==> config.mk <==
export PLATFORM = sky130hd
export DESIGN_NAME = resp_array_command_parser_flat
export DESIGN_NICKNAME = d
export VERILOG_FILES = /design/src/sv/rac_pkg.sv /design/src/sv/rac_if.sv /design/src/sv/rac_number.sv /design/src/sv/resp_array_command_parser.sv /design/src/flat_wrapper.sv
export SDC_FILE = /design/constraint.sdc
export NUM_CORES = 1
export LEC_CHECK = 0
export BUFFER_PORTS_ARGS = -buffer_cell sky130_fd_sc_hd__buf_4
export CAP_MARGIN = 20
export CELL_PAD_IN_SITES_DETAIL_PLACEMENT = 0
export CELL_PAD_IN_SITES_GLOBAL_PLACEMENT = 2
export CORE_ASPECT_RATIO = 0.75
export CORE_MARGIN = 5
export CORE_UTILIZATION = 41
export CTS_CLUSTER_SIZE = 30
export DETAILED_ROUTE_END_ITERATION = 10
export PLACE_DENSITY = 0.95
export SLEW_MARGIN = 20
export SYNTH_ARGS = -nofsm -noshare
export SYNTH_HDL_FRONTEND = slang
export SYNTH_SLANG_ARGS = --single-unit
==> constraint.sdc <==
create_clock -name i_clk -period 20.7 [get_ports i_clk]
set_input_delay 4.14 -clock i_clk [delete_from_list [all_inputs] [get_ports i_clk]]
set_output_delay 4.14 -clock i_clk [all_outputs]
set_load 0.005 [all_outputs]
==> src/sv/rac_pkg.sv <==
// Shared types and constants for the RESP array command parser.
// Event kinds, error codes, protocol characters and the number unit's
// control and status structs. No dependencies.
package rac_pkg;

    // Width of counts, lengths and argument indexes
    localparam int NUM_W = 31;
    typedef logic [NUM_W-1:0] t_num;

    // Event kinds carried on the result channel
    typedef enum logic [2:0] {
        EV_HEADER    = 3'd0,
        EV_ARG_START = 3'd1,
        EV_ARG_DATA  = 3'd2,
        EV_ARG_END   = 3'd3,
        EV_ERROR     = 3'd4
    } t_event_kind;

    // Error codes reported with EV_ERROR
    typedef enum logic [2:0] {
        ERR_NO_ARRAY   = 3'd0,
        ERR_NO_BULK    = 3'd1,
        ERR_NEG_LENGTH = 3'd2,
        ERR_BAD_CRLF   = 3'd3,
        ERR_LINE_LONG  = 3'd4,
        ERR_OVERFLOW   = 3'd5
    } t_err_code;

    // Protocol and whitespace characters
    localparam logic [7:0] CH_STAR   = 8'h2A;
    localparam logic [7:0] CH_DOLLAR = 8'h24;
    localparam logic [7:0] CH_CR     = 8'h0D;
    localparam logic [7:0] CH_LF     = 8'h0A;
    localparam logic [7:0] CH_SPACE  = 8'h20;
    localparam logic [7:0] CH_TAB    = 8'h09;
    localparam logic [7:0] CH_VT     = 8'h0B;
    localparam logic [7:0] CH_FF     = 8'h0C;
    localparam logic [7:0] CH_PLUS   = 8'h2B;
    localparam logic [7:0] CH_MINUS  = 8'h2D;
    localparam logic [7:0] CH_ZERO   = 8'h30;
    localparam logic [7:0] CH_NINE   = 8'h39;

    // Magnitude limits of a parsed number
    localparam logic [34:0] MAG_MAX_POS = 35'h0_7FFF_FFFF;
    localparam logic [34:0] MAG_MAX_NEG = 35'h0_8000_0000;

    // Control from the sequencer to the number unit
    typedef struct packed {
        logic       clear;
        logic       feed;
        logic [7:0] data;
    } t_num_ctrl;

    // Status from the number unit to the sequencer
    typedef struct packed {
        logic [31:0] acc;
        logic        neg;
        logic        err;
        t_err_code   err_code;
    } t_num_stat;

endpackage

==> src/sv/rac_if.sv <==
// Valid/ready channel interfaces for the RESP array command parser.
// Byte input channel and event output channel; depends on nothing.
interface rac_byte_if;
    logic       valid;
    logic       ready;
    logic [7:0] data_byte;

    modport source (output valid, output data_byte, input ready);
    modport sink   (input valid, input data_byte, output ready);
endinterface

interface rac_event_if;
    logic        valid;
    logic        ready;
    logic [2:0]  event_kind;
    logic [30:0] number_value;
    logic [7:0]  payload_byte;
    logic [30:0] arg_index;
    logic        command_done;
    logic [2:0]  error_code;

    modport source (
        output valid, output event_kind, output number_value, output payload_byte,
        output arg_index, output command_done, output error_code, input ready
    );
    modport sink (
        input valid, input event_kind, input number_value, input payload_byte,
        input arg_index, input command_done, input error_code, output ready
    );
endinterface

==> src/sv/rac_number.sv <==
// Number line accumulator: atoi-style parse of one count or length line.
// Holds line length, magnitude, sign and parse subphase.
// Depends on rac_pkg.
module rac_number import rac_pkg::*; #(
    parameter int LINE_BUFFER_BYTES = 64
) (
    input  logic      i_clk,
    input  logic      i_rst_n,
    input  t_num_ctrl i_ctrl,
    output t_num_stat o_stat
);

    localparam int LEN_W = $clog2(LINE_BUFFER_BYTES);
    localparam logic [LEN_W-1:0] LINE_MAX = LEN_W'(LINE_BUFFER_BYTES - 1);

    typedef enum logic [1:0] {
        NS_SPACE  = 2'd0,
        NS_DIGITS = 2'd1,
        NS_STOP   = 2'd2
    } t_sub;

    logic [LEN_W-1:0] r_len, n_len;
    logic [31:0]      r_acc, n_acc;
    logic             r_neg, n_neg;
    t_sub             r_sub, n_sub;

    logic        is_space, is_sign, is_digit, in_digits, full, overflow;
    logic [34:0] acc_x10, mag;

    // Classify the byte
    always_comb begin
        is_space = (i_ctrl.data == CH_SPACE) || (i_ctrl.data == CH_TAB)
                || (i_ctrl.data == CH_LF) || (i_ctrl.data == CH_VT)
                || (i_ctrl.data == CH_FF);
        is_sign  = (i_ctrl.data == CH_PLUS) || (i_ctrl.data == CH_MINUS);
        is_digit = (i_ctrl.data >= CH_ZERO) && (i_ctrl.data <= CH_NINE);
    end

    // Multiply by ten as two shifts and add, then check the signed limit
    always_comb begin
        in_digits = (r_sub == NS_DIGITS) || ((r_sub == NS_SPACE) && !is_space && !is_sign);
        acc_x10   = {r_acc, 3'b000} + {2'b00, r_acc, 1'b0};
        mag       = acc_x10 + {31'd0, i_ctrl.data[3:0]};
        full      = (r_len >= LINE_MAX);
        overflow  = in_digits && is_digit && (mag > (r_neg ? MAG_MAX_NEG : MAG_MAX_POS));
    end

    // Next number state for a fed byte
    always_comb begin
        n_len = r_len + LEN_W'(1);
        n_acc = r_acc;
        n_neg = r_neg;
        n_sub = r_sub;
        if ((r_sub == NS_SPACE) && is_sign) begin
            n_neg = (i_ctrl.data == CH_MINUS);
            n_sub = NS_DIGITS;
        end else if (in_digits) begin
            if (is_digit) begin
                n_acc = mag[31:0];
                n_sub = NS_DIGITS;
            end else begin
                n_sub = NS_STOP;
            end
        end
    end

    // Hold, clear or advance the number state
    always_ff @(posedge i_clk) begin
        if (!i_rst_n || i_ctrl.clear) begin
            r_len <= '0;
            r_acc <= '0;
            r_neg <= 1'b0;
            r_sub <= NS_SPACE;
        end else if (i_ctrl.feed && !full && !overflow) begin
            r_len <= n_len;
            r_acc <= n_acc;
            r_neg <= n_neg;
            r_sub <= n_sub;
        end
    end

    // Report the value and any fault the current byte would raise
    always_comb begin
        o_stat.acc      = r_acc;
        o_stat.neg      = r_neg;
        o_stat.err      = full || overflow;
        o_stat.err_code = full ? ERR_LINE_LONG : ERR_OVERFLOW;
    end

endmodule

==> src/sv/resp_array_command_parser.sv <==
// RESP array-of-bulk-strings command parser, top level.
// Depends on rac_pkg, rac_if (rac_byte_if, rac_event_if) and rac_number.
//
//  channel  | dir | interface    | payload
//  ---------+-----+--------------+----------------------------------------------
//  i_in     | in  | rac_byte_if  | data_byte
//  o_out    | out | rac_event_if | event_kind, number_value, payload_byte,
//           |     |              | arg_index, command_done, error_code
//
// One byte per clock unless the input is stalled: each accepted byte updates the parse
// state and, when it causes an event, loads the single output register in the same cycle.
// The event is presented in the cycle after its byte. Input is stalled only while the
// output register holds an event that is not being taken.
// Reset (i_rst_n low, synchronous) returns the parser to waiting for '*' and
// clears any sticky error.
module resp_array_command_parser import rac_pkg::*; #(
    parameter int LINE_BUFFER_BYTES = 64
) (
    input  logic        i_clk,
    input  logic        i_rst_n,
    rac_byte_if.sink    i_in,
    rac_event_if.source o_out
);

    typedef enum logic [3:0] {
        PH_STAR   = 4'd0,
        PH_CLINE  = 4'd1,
        PH_CLF    = 4'd2,
        PH_DOLLAR = 4'd3,
        PH_LLINE  = 4'd4,
        PH_LLF    = 4'd5,
        PH_DATA   = 4'd6,
        PH_DCR    = 4'd7,
        PH_DLF    = 4'd8,
        PH_ERROR  = 4'd9
    } t_phase;

    t_phase r_phase, n_phase;
    t_num   r_args_total, n_args_total;
    t_num   r_cur_arg, n_cur_arg;
    t_num   r_bytes_left, n_bytes_left;

    logic        r_out_valid;
    t_event_kind r_kind, n_kind;
    t_num        r_num, n_num;
    logic [7:0]  r_pay, n_pay;
    t_num        r_idx, n_idx;
    logic        r_done, n_done;
    t_err_code   r_err, n_err;
    logic        n_emit;

    logic       accept;
    logic [7:0] data;
    t_num       next_arg;
    t_num       left_dec;
    t_num_ctrl  num_ctrl;
    t_num_stat  num_stat;

    assign i_in.ready = !r_out_valid || o_out.ready;
    assign accept     = i_in.valid && i_in.ready;
    assign data       = i_in.data_byte;
    assign next_arg   = r_cur_arg + NUM_W'(1);
    assign left_dec   = r_bytes_left - NUM_W'(1);

    // Drive the number unit: clear on a marker, feed every non-CR line byte
    always_comb begin
        num_ctrl.data  = data;
        num_ctrl.clear = accept && (((r_phase == PH_STAR) && (data == CH_STAR))
                      || ((r_phase == PH_DOLLAR) && (data == CH_DOLLAR)));
        num_ctrl.feed  = accept && ((r_phase == PH_CLINE) || (r_phase == PH_LLINE))
                      && (data != CH_CR);
    end

    rac_number #(
        .LINE_BUFFER_BYTES(LINE_BUFFER_BYTES)
    ) u_number (
        .i_clk  (i_clk),
        .i_rst_n(i_rst_n),
        .i_ctrl (num_ctrl),
        .o_stat (num_stat)
    );

    // Advance the parse phase and build the event for this byte
    always_comb begin
        n_phase      = r_phase;
        n_args_total = r_args_total;
        n_cur_arg    = r_cur_arg;
        n_bytes_left = r_bytes_left;
        n_emit       = 1'b0;
        n_kind       = EV_ERROR;
        n_num        = '0;
        n_pay        = '0;
        n_idx        = r_cur_arg;
        n_done       = 1'b0;
        n_err        = ERR_NO_ARRAY;
        unique case (r_phase)
            PH_STAR: begin
                if (data != CH_STAR) begin
                    n_phase = PH_ERROR;
                    n_emit  = 1'b1;
                    n_err   = ERR_NO_ARRAY;
                end else begin
                    n_phase = PH_CLINE;
                end
            end
            PH_DOLLAR: begin
                if (data != CH_DOLLAR) begin
                    n_phase = PH_ERROR;
                    n_emit  = 1'b1;
                    n_err   = ERR_NO_BULK;
                end else begin
                    n_phase = PH_LLINE;
                end
            end
            PH_CLINE, PH_LLINE: begin
                if (data == CH_CR) begin
                    n_phase = (r_phase == PH_CLINE) ? PH_CLF : PH_LLF;
                end else if (num_stat.err) begin
                    n_phase = PH_ERROR;
                    n_emit  = 1'b1;
                    n_err   = num_stat.err_code;
                end
            end
            PH_CLF: begin
                if (data != CH_LF) begin
                    n_phase = PH_ERROR;
                    n_emit  = 1'b1;
                    n_err   = ERR_BAD_CRLF;
                end else begin
                    n_cur_arg = '0;
                    n_emit    = 1'b1;
                    n_kind    = EV_HEADER;
                    n_idx     = '0;
                    n_err     = ERR_NO_ARRAY;
                    if (num_stat.neg || (num_stat.acc == '0)) begin
                        n_args_total = '0;
                        n_phase      = PH_STAR;
                        n_done       = 1'b1;
                    end else begin
                        n_args_total = num_stat.acc[NUM_W-1:0];
                        n_phase      = PH_DOLLAR;
                        n_num        = num_stat.acc[NUM_W-1:0];
                    end
                end
            end
            PH_LLF: begin
                if (data != CH_LF) begin
                    n_phase = PH_ERROR;
                    n_emit  = 1'b1;
                    n_err   = ERR_BAD_CRLF;
                end else if (num_stat.neg && (num_stat.acc != '0)) begin
                    n_phase = PH_ERROR;
                    n_emit  = 1'b1;
                    n_err   = ERR_NEG_LENGTH;
                end else begin
                    n_bytes_left = num_stat.acc[NUM_W-1:0];
                    n_phase      = (num_stat.acc[NUM_W-1:0] == '0) ? PH_DCR : PH_DATA;
                    n_emit       = 1'b1;
                    n_kind       = EV_ARG_START;
                    n_num        = num_stat.acc[NUM_W-1:0];
                end
            end
            PH_DATA: begin
                n_bytes_left = left_dec;
                if (left_dec == '0) begin
                    n_phase = PH_DCR;
                end
                n_emit = 1'b1;
                n_kind = EV_ARG_DATA;
                n_pay  = data;
            end
            PH_DCR: begin
                if (data != CH_CR) begin
                    n_phase = PH_ERROR;
                    n_emit  = 1'b1;
                    n_err   = ERR_BAD_CRLF;
                end else begin
                    n_phase = PH_DLF;
                end
            end
            PH_DLF: begin
                if (data != CH_LF) begin
                    n_phase = PH_ERROR;
                    n_emit  = 1'b1;
                    n_err   = ERR_BAD_CRLF;
                end else begin
                    n_emit = 1'b1;
                    n_kind = EV_ARG_END;
                    if (next_arg >= r_args_total) begin
                        n_done    = 1'b1;
                        n_phase   = PH_STAR;
                        n_cur_arg = '0;
                    end else begin
                        n_phase   = PH_DOLLAR;
                        n_cur_arg = next_arg;
                    end
                end
            end
            PH_ERROR: begin
                n_phase = PH_ERROR;
            end
            default: begin
                n_phase = PH_ERROR;
            end
        endcase
    end

    // Hold parse state; advance it on each accepted byte
    always_ff @(posedge i_clk) begin
        if (!i_rst_n) begin
            r_phase      <= PH_STAR;
            r_args_total <= '0;
            r_cur_arg    <= '0;
            r_bytes_left <= '0;
        end else if (accept) begin
            r_phase      <= n_phase;
            r_args_total <= n_args_total;
            r_cur_arg    <= n_cur_arg;
            r_bytes_left <= n_bytes_left;
        end
    end

    // Output register valid: load on an event, drop when taken
    always_ff @(posedge i_clk) begin
        if (!i_rst_n) begin
            r_out_valid <= 1'b0;
        end else if (accept) begin
            r_out_valid <= n_emit;
        end else if (o_out.ready) begin
            r_out_valid <= 1'b0;
        end
    end

    // Output register payload
    always_ff @(posedge i_clk) begin
        if (accept && n_emit) begin
            r_kind <= n_kind;
            r_num  <= n_num;
            r_pay  <= n_pay;
            r_idx  <= n_idx;
            r_done <= n_done;
            r_err  <= n_err;
        end
    end

    assign o_out.valid        = r_out_valid;
    assign o_out.event_kind   = r_kind;
    assign o_out.number_value = r_num;
    assign o_out.payload_byte = r_pay;
    assign o_out.arg_index    = r_idx;
    assign o_out.command_done = r_done;
    assign o_out.error_code   = r_err;

endmodule

==> src/flat_wrapper.sv <==
// flat-port wrapper written by rule: the top's interface ports become plain ports
module resp_array_command_parser_flat import rac_pkg::*;
#(
    parameter int LINE_BUFFER_BYTES = 64
)
  (i_clk, i_rst_n, i_in_valid, i_in_data_byte, i_in_ready, o_out_valid, o_out_event_kind, o_out_number_value, o_out_payload_byte, o_out_arg_index, o_out_command_done, o_out_error_code, o_out_ready);
  rac_byte_if i_in_i ();
  rac_event_if o_out_i ();
  input  logic i_clk;
  input  logic i_rst_n;
  input wire logic [$bits(i_in_i.valid)-1:0] i_in_valid;
  input wire logic [$bits(i_in_i.data_byte)-1:0] i_in_data_byte;
  output wire logic [$bits(i_in_i.ready)-1:0] i_in_ready;
  output wire logic [$bits(o_out_i.valid)-1:0] o_out_valid;
  output wire logic [$bits(o_out_i.event_kind)-1:0] o_out_event_kind;
  output wire logic [$bits(o_out_i.number_value)-1:0] o_out_number_value;
  output wire logic [$bits(o_out_i.payload_byte)-1:0] o_out_payload_byte;
  output wire logic [$bits(o_out_i.arg_index)-1:0] o_out_arg_index;
  output wire logic [$bits(o_out_i.command_done)-1:0] o_out_command_done;
  output wire logic [$bits(o_out_i.error_code)-1:0] o_out_error_code;
  input wire logic [$bits(o_out_i.ready)-1:0] o_out_ready;
  assign i_in_i.valid = i_in_valid;
  assign i_in_i.data_byte = i_in_data_byte;
  assign i_in_ready = i_in_i.ready;
  assign o_out_valid = o_out_i.valid;
  assign o_out_event_kind = o_out_i.event_kind;
  assign o_out_number_value = o_out_i.number_value;
  assign o_out_payload_byte = o_out_i.payload_byte;
  assign o_out_arg_index = o_out_i.arg_index;
  assign o_out_command_done = o_out_i.command_done;
  assign o_out_error_code = o_out_i.error_code;
  assign o_out_i.ready = o_out_ready;
  resp_array_command_parser #(.LINE_BUFFER_BYTES(LINE_BUFFER_BYTES)) u_core (.i_clk(i_clk), .i_rst_n(i_rst_n), .i_in(i_in_i), .o_out(o_out_i));
endmodule
* Yosys cells after proc, flatten, opt, wreduce, memory -nomap -nowiden
Cells that the tools add are included.
W data, S select, Z words.
** Word-level totals
- Logic and storage cells :: 168
- Output and inout port bits :: 79
- Register bits after elaboration :: 216
- Bits of input ports :: 12
** Cells by class
- $add $sub $neg :: 5
- Reductions and logical operators :: 54
- Muxes and demuxes :: 59
- Equal/unequal tests :: 28
- $lt $le $gt $ge :: 5
- Bitwise operators :: 2
** Operators by type and width (number)
- $mux W31 :: 10
- $pmux W31 S2 :: 3
- $logic_not A31 Y1 :: 2
- $eq A8 B4 Y1 const B :: 5
- $eq A8 B6 Y1 const B :: 5
- $mux W4 :: 9
- $add A35 B33 Y35 :: 1
- $add A35 B4 Y35 :: 1
- $gt A35 B32 Y1 :: 1
- $logic_not A32 Y1 :: 1
- $mux W32 :: 1
- $pmux W4 S8 :: 1
- $reduce_bool A32 Y1 :: 1
- $add A31 B1 Y31 const B :: 1
- $ge A31 B31 Y1 :: 1
- $sub A31 B1 Y31 const B :: 1
- $mux W3 :: 8
- $eq A4 B3 Y1 const B :: 4
- $logic_and A1 B1 Y1 :: 16
- $mux W2 :: 8
- $ne A8 B4 Y1 const B :: 2
- $ne A8 B6 Y1 const B :: 2
- $mux W1 :: 15
- $pmux W3 S5 :: 1
- 25 further kinds :: 53

* Depth between registers and ports, before layout
- Depth in word-level cells :: 16
- Mapped depth :: 23
- Gate-level depth less buffers :: 21

* Cells and area by module
A second synthesis with hierarchy kept.
** Second synthesis, totals
- Cells, all modules :: 1653
- Area total of the unflattened synthesis :: 14391.3 um^2
** Modules (own cells, without submodules)
- resp_array_command_parser :: cells an instance 1088, area an instance 9610.5 um^2, times used 1, seq. area each 4274.1 um^2
- rac_number :: cells an instance 565, area an instance 4780.8 um^2, times used 1, seq. area each 820.8 um^2

* Worst setup path after synthesis
Ideal clock, no wire load.
- Kind :: input port to flip-flop
- Start point :: input i_in_data_byte[3]
- End point :: register u_core.r_idx[0] (netlist: u_core.o_out.arg_index[0]), enable pin
- Path slack :: 7.564 ns
- Data required time :: 20.145 ns
- Stages :: 20
- Setup time :: 0.555 ns
- Arrival :: 12.580 ns
- Buffers on the path :: 1
- Cells stage by stage :: fa_1 fa_1 a21o_1 a221o_1 a31oi_4 a21boi_2 o311a_1 o21a_1 o311ai_0 ha_1 nand4_1 nor3_1 and3_1 and3b_1 a31oi_1 nand3_1 o31a_1 clkbuf_1 o21bai_1 a41oi_1
** On the way
- Elaborated cells between the ends (all ways) :: 36
- Those cells by class :: 1 x add/sub; 3 x order compare; 11 x eq/ne; 6 x mux; 15 x reduce/logical
** RTL lines
- start: declaration :: RTL line flat_wrapper.sv:12 : input wire logic [$bits(i_in_i.data_byte)-1:0] i_in_data_byte;
- $add A35 B4 Y35 :: RTL line rac_number.sv:43 : mag = acc_x10 + {31'd0, i_ctrl.data[3:0]};
- net u_core.u_number.mag[30] :: RTL line rac_number.sv:28 : logic [34:0] acc_x10, mag;
- $gt A35 B32 Y1 :: RTL line rac_number.sv:45 : overflow = in_digits && is_digit && (mag > (r_neg ? MAG_MAX_NEG : MAG_MAX_POS));
- $logic_and A1 B1 Y1 :: RTL line rac_number.sv:45
- $logic_or A1 B1 Y1 :: RTL line rac_number.sv:86 : o_stat.err = full || overflow;
- $mux W1 :: RTL line resp_array_command_parser.sv:118 : end else if (num_stat.err) begin
- $mux W1 :: RTL line resp_array_command_parser.sv:116 : if (data == CH_CR) begin
- $pmux W1 S5 :: RTL line resp_array_command_parser.sv:96 : unique case (r_phase)
- $logic_and A1 B1 Y1 :: RTL line resp_array_command_parser.sv:236 : if (accept && n_emit) begin
- end signal: assignment :: RTL line resp_array_command_parser.sv:240 : r_idx <= n_idx;
- end: declaration :: RTL line resp_array_command_parser.sv:47 : t_num r_idx, n_idx;
The timed path passes the listed nets, and every way through them passes these cells.
A chain may end at the register's enable or synchronous reset.

* Final worst setup path
- Start point :: input i_in_data_byte[3]
- End point :: register u_core.r_idx[9] (netlist: u_core.o_out.arg_index[9]), enable pin
Same word-level chain as after synthesis.

==> flow_summary.json <==
{
  "clock_latency_ps": 540,
  "core.rowCount": 58,
  "synth-warning-count": 0,
  "grt_pass1_vias": 11632,
  "dr.pass1.iters": 5,
  "drv_cap": 0,
  "wire_per_inst_um": 19.4,
  "netlist_instances": 1662,
  "path_class": "in -> reg",
  "postSynthRegisterBits": 216,
  "area_growth_pct": 13.4,
  "synth_flop_cell": "dfxtp_1",
  "clockBufferDepth": 3,
  "power_per_cell_area_nw_per_um2": 63.0,
  "die_w_um": 224,
  "netlist_area_um2": 14000,
  "hpwl_um": 30400,
  "rr_endpoint": "u_core.o_out.arg_index[9]",
  "core_um2": 33700,
  "cts_max_level": 1,
  "syn_area_per_cell_um2": 8.45,
  "drt_iter0_markers": 1228,
  "grt-ovfl-total": 0,
  "fin_setup_tns_ps": 0,
  "final_antenna_net_count": 0,
  "critPathArrivalTime_ps": 10960,
  "cts-resized-gates": 0,
  "crit_chain": "buf_4 > fa_1 > fa_1 > a21o_1 > a221o_1 > a31oi_4 > a21boi_2 > o311a_1 > o21a_1 > o311ai_0 > ha_1 > nand4_1 > nor3_1 > and3_1 > and3b_1 > a31oi_1 > nand3_1 > o31a_1 > o21bai_1 > a41oi_4 > buf_4",
  "via_per_inst": 5.78,
  "num_antenna_cells": 0,
  "clockRootBuffer": "clkbuf_16",
  "ys_seq_area_share_pct": 36.3,
  "critPathMaxFanout": 57,
  "leakage_nw": 6.71,
  "dp_cells": 2133,
  "grt_max_degree": 61,
  "slew_headroom_pct": 24.5,
  "setup_violations": 0,
  "io_buffers": 90,
  "critPathCaptureType": "register",
  "grt_first_pass_wirelength_um": 66500,
  "postSynthNetCount": 1806,
  "clkSlewWorstSetupHoldPaths_ps": 60,
  "utilization_pct": 47.3,
  "worstReg2RegStart": "u_core.u_number.r_acc[0]",
  "rsz0062_at_grt": "no",
  "peakVddDrop_mv": 0.0577,
  "cts_setup_buffers": 0,
  "max_freq_ghz": 0.0926,
  "gp_congestion": 0.904,
  "dieHeight_um": 170,
  "hold_class": "reg -> reg",
  "drv_slew": 0,
  "critPathLaunchType": "input port",
  "slowest_stage": "a41oi_4",
  "antenna_found_initial": 0,
  "setup_slack_ps": 9900,
  "drt_wl_total_um": 42200,
  "fin_skew_ps": 17.0,
  "synth_edf_count": 77,
  "fin_area_um2": 15900,
  "power.total_mw": 1.00,
  "hold_violations": 0,
  "status": "complete, no violations",
  "die_area_um2": 38100,
  "min_period_ps": 10800,
  "whs_path_depth": 2,
  "drive_gt1_share_pct": 10.1,
  "r2r_cells": 20,
  "placed_cell_area_um2": 15100,
  "yosysUniqueCellTypes": 77,
  "tightest_slew_ps": 1120,
  "nets": 1853,
  "initial_core_util_pct": 41.7,
  "io_pins": 91,
  "fin_crit_sh_pct": 52.2,
  "numCtsBuffers": 24,
  "final_cell_mix": "nand2_1 (154), a21oi_1 (151), nor2_1 (149)",
  "drc": 0,
  "critPathMaxStageDelay_ps": 760,
  "r2r_setup_slack_ps": 13000,
  "vias": 12592,
  "cts.sinks": 216,
  "layout_commonest_cell": "nand2_1",
  "hold_buffers": 0,
  "holdCritStartpoint": "u_core.r_args_total[1]",
  "ys_async_sr_fraction_pct": 0,
  "min_to": "u_core.r_args_total[1]",
  "grt_use_total_pct": 21.6,
  "hold_slack_ps": 450,
  "fin_cells": 2177,
  "required_ps": 20860,
  "cts_tree": "done",
  "post-place-ws_ps": 9460
}
==> registers in the layout (all words and copies together) (netlist names), 4 cells and up <==
register                   cells
u_core.o_out.arg_index        31
u_core.o_out.number_value     31
u_core.o_out.payload_byte      8
u_core.r_args_total           31
u_core.r_bytes_left           31
u_core.r_cur_arg              31
u_core.r_phase                 4
u_core.u_number.r_acc         32
u_core.u_number.r_len          6
==> cell usage after synthesis, drive strengths merged, types with 5 or more instances <==
cell	instances	area share (%)
a211oi	25	1.4
a21boi	6	0.35
a21o	19	1.0
a21oi	153	5.5
a22o	6	0.37
a22oi	14	0.75
a31o	5	0.31
a31oi	17	0.86
a41oi	5	0.31
and2	63	2.8
and3	25	1.1
buf	9	0.29
clkbuf	72	1.9
dfxtp	139	20
edfxtp	77	16
ha	130	12
inv	67	1.8
mux2i	32	2.3
nand2	155	4.1
nand2b	12	0.53
nand3	73	2.6
nand3b	6	0.32
nand4	34	1.5
nor2	152	4.1
nor2b	13	0.58
nor3	42	1.5
nor3b	7	0.37
nor4	20	0.89
o211ai	7	0.37
o21a	14	0.75
o21ai	97	3.5
o21bai	8	0.43
o221ai	5	0.31
o31ai	12	0.64
or2	6	0.27
or3	17	0.76
or4	9	0.51
xnor2	37	2.3
xor2	24	1.5
==> power breakdown <==
part	switching [mW]	internal, mW	total, mW
logic	0.0508	0.0370	0.0878
clock network	0.181	0.256	0.437
registers	0.0109	0.468	0.479
==> worst max-delay path, delay by kind of cell <==
family | cells | cell delay, ps
and+or+nand+nor | 5 | 800
AOI/OAI and AO/OA | 11 | 3720
adders and majority gates | 3 | 1370
buffers and inverters | 2 | 860
==> how the worst max path moves through the flow <==
stage                                 start                   endpoint  cells past startpoint
final                     i_in_data_byte[3]  u_core.o_out.arg_index[9]                     21
after global routing      i_in_data_byte[3]  u_core.o_out.arg_index[4]                     21
after CTS                 i_in_data_byte[3]  u_core.o_out.arg_index[4]                     21
after detailed placement  i_in_data_byte[3]  u_core.o_out.arg_index[0]                     21
after global placement    i_in_data_byte[3]  u_core.o_out.arg_index[5]                     21
after floorplan           i_in_data_byte[3]  u_core.o_out.arg_index[0]                     20
==> metal layers <==
metal	track usage [%]	vias to the layer above	share of wire, %
met5	0	-	0
met4	4.18	0	2.1
met3	3.40	51	6.6
met2	31.0	381	40
met1	34.1	6001	51
li1	-	6159	-
==> kinds of logic after synthesis <==
| group | after synthesis | share of synthesized area [%] |
|---|---|---|
| fa+ha+maj | 133 | 11.9 |
| simple gates | 643 | 22.6 |
| mux | 33 | 2.36 |
| flops | 216 | 36.3 |
| buf+inv | 148 | 4.00 |
| xor+xnor | 61 | 3.80 |
| compound gates | 428 | 19.0 |
==> layout make-up <==
cell class	count	area [um^2]
Clock buffer	31	678
Clock inverter	13	125
Fill cell	3247	17700
Inverter	67	251
Multi-Input combinational cell	1298	8450
Sequential cell	216	5090
Tap cell	450	563
Timing Repair Buffer	102	766
No activity file was read; power rests on OpenSTA's default activity.
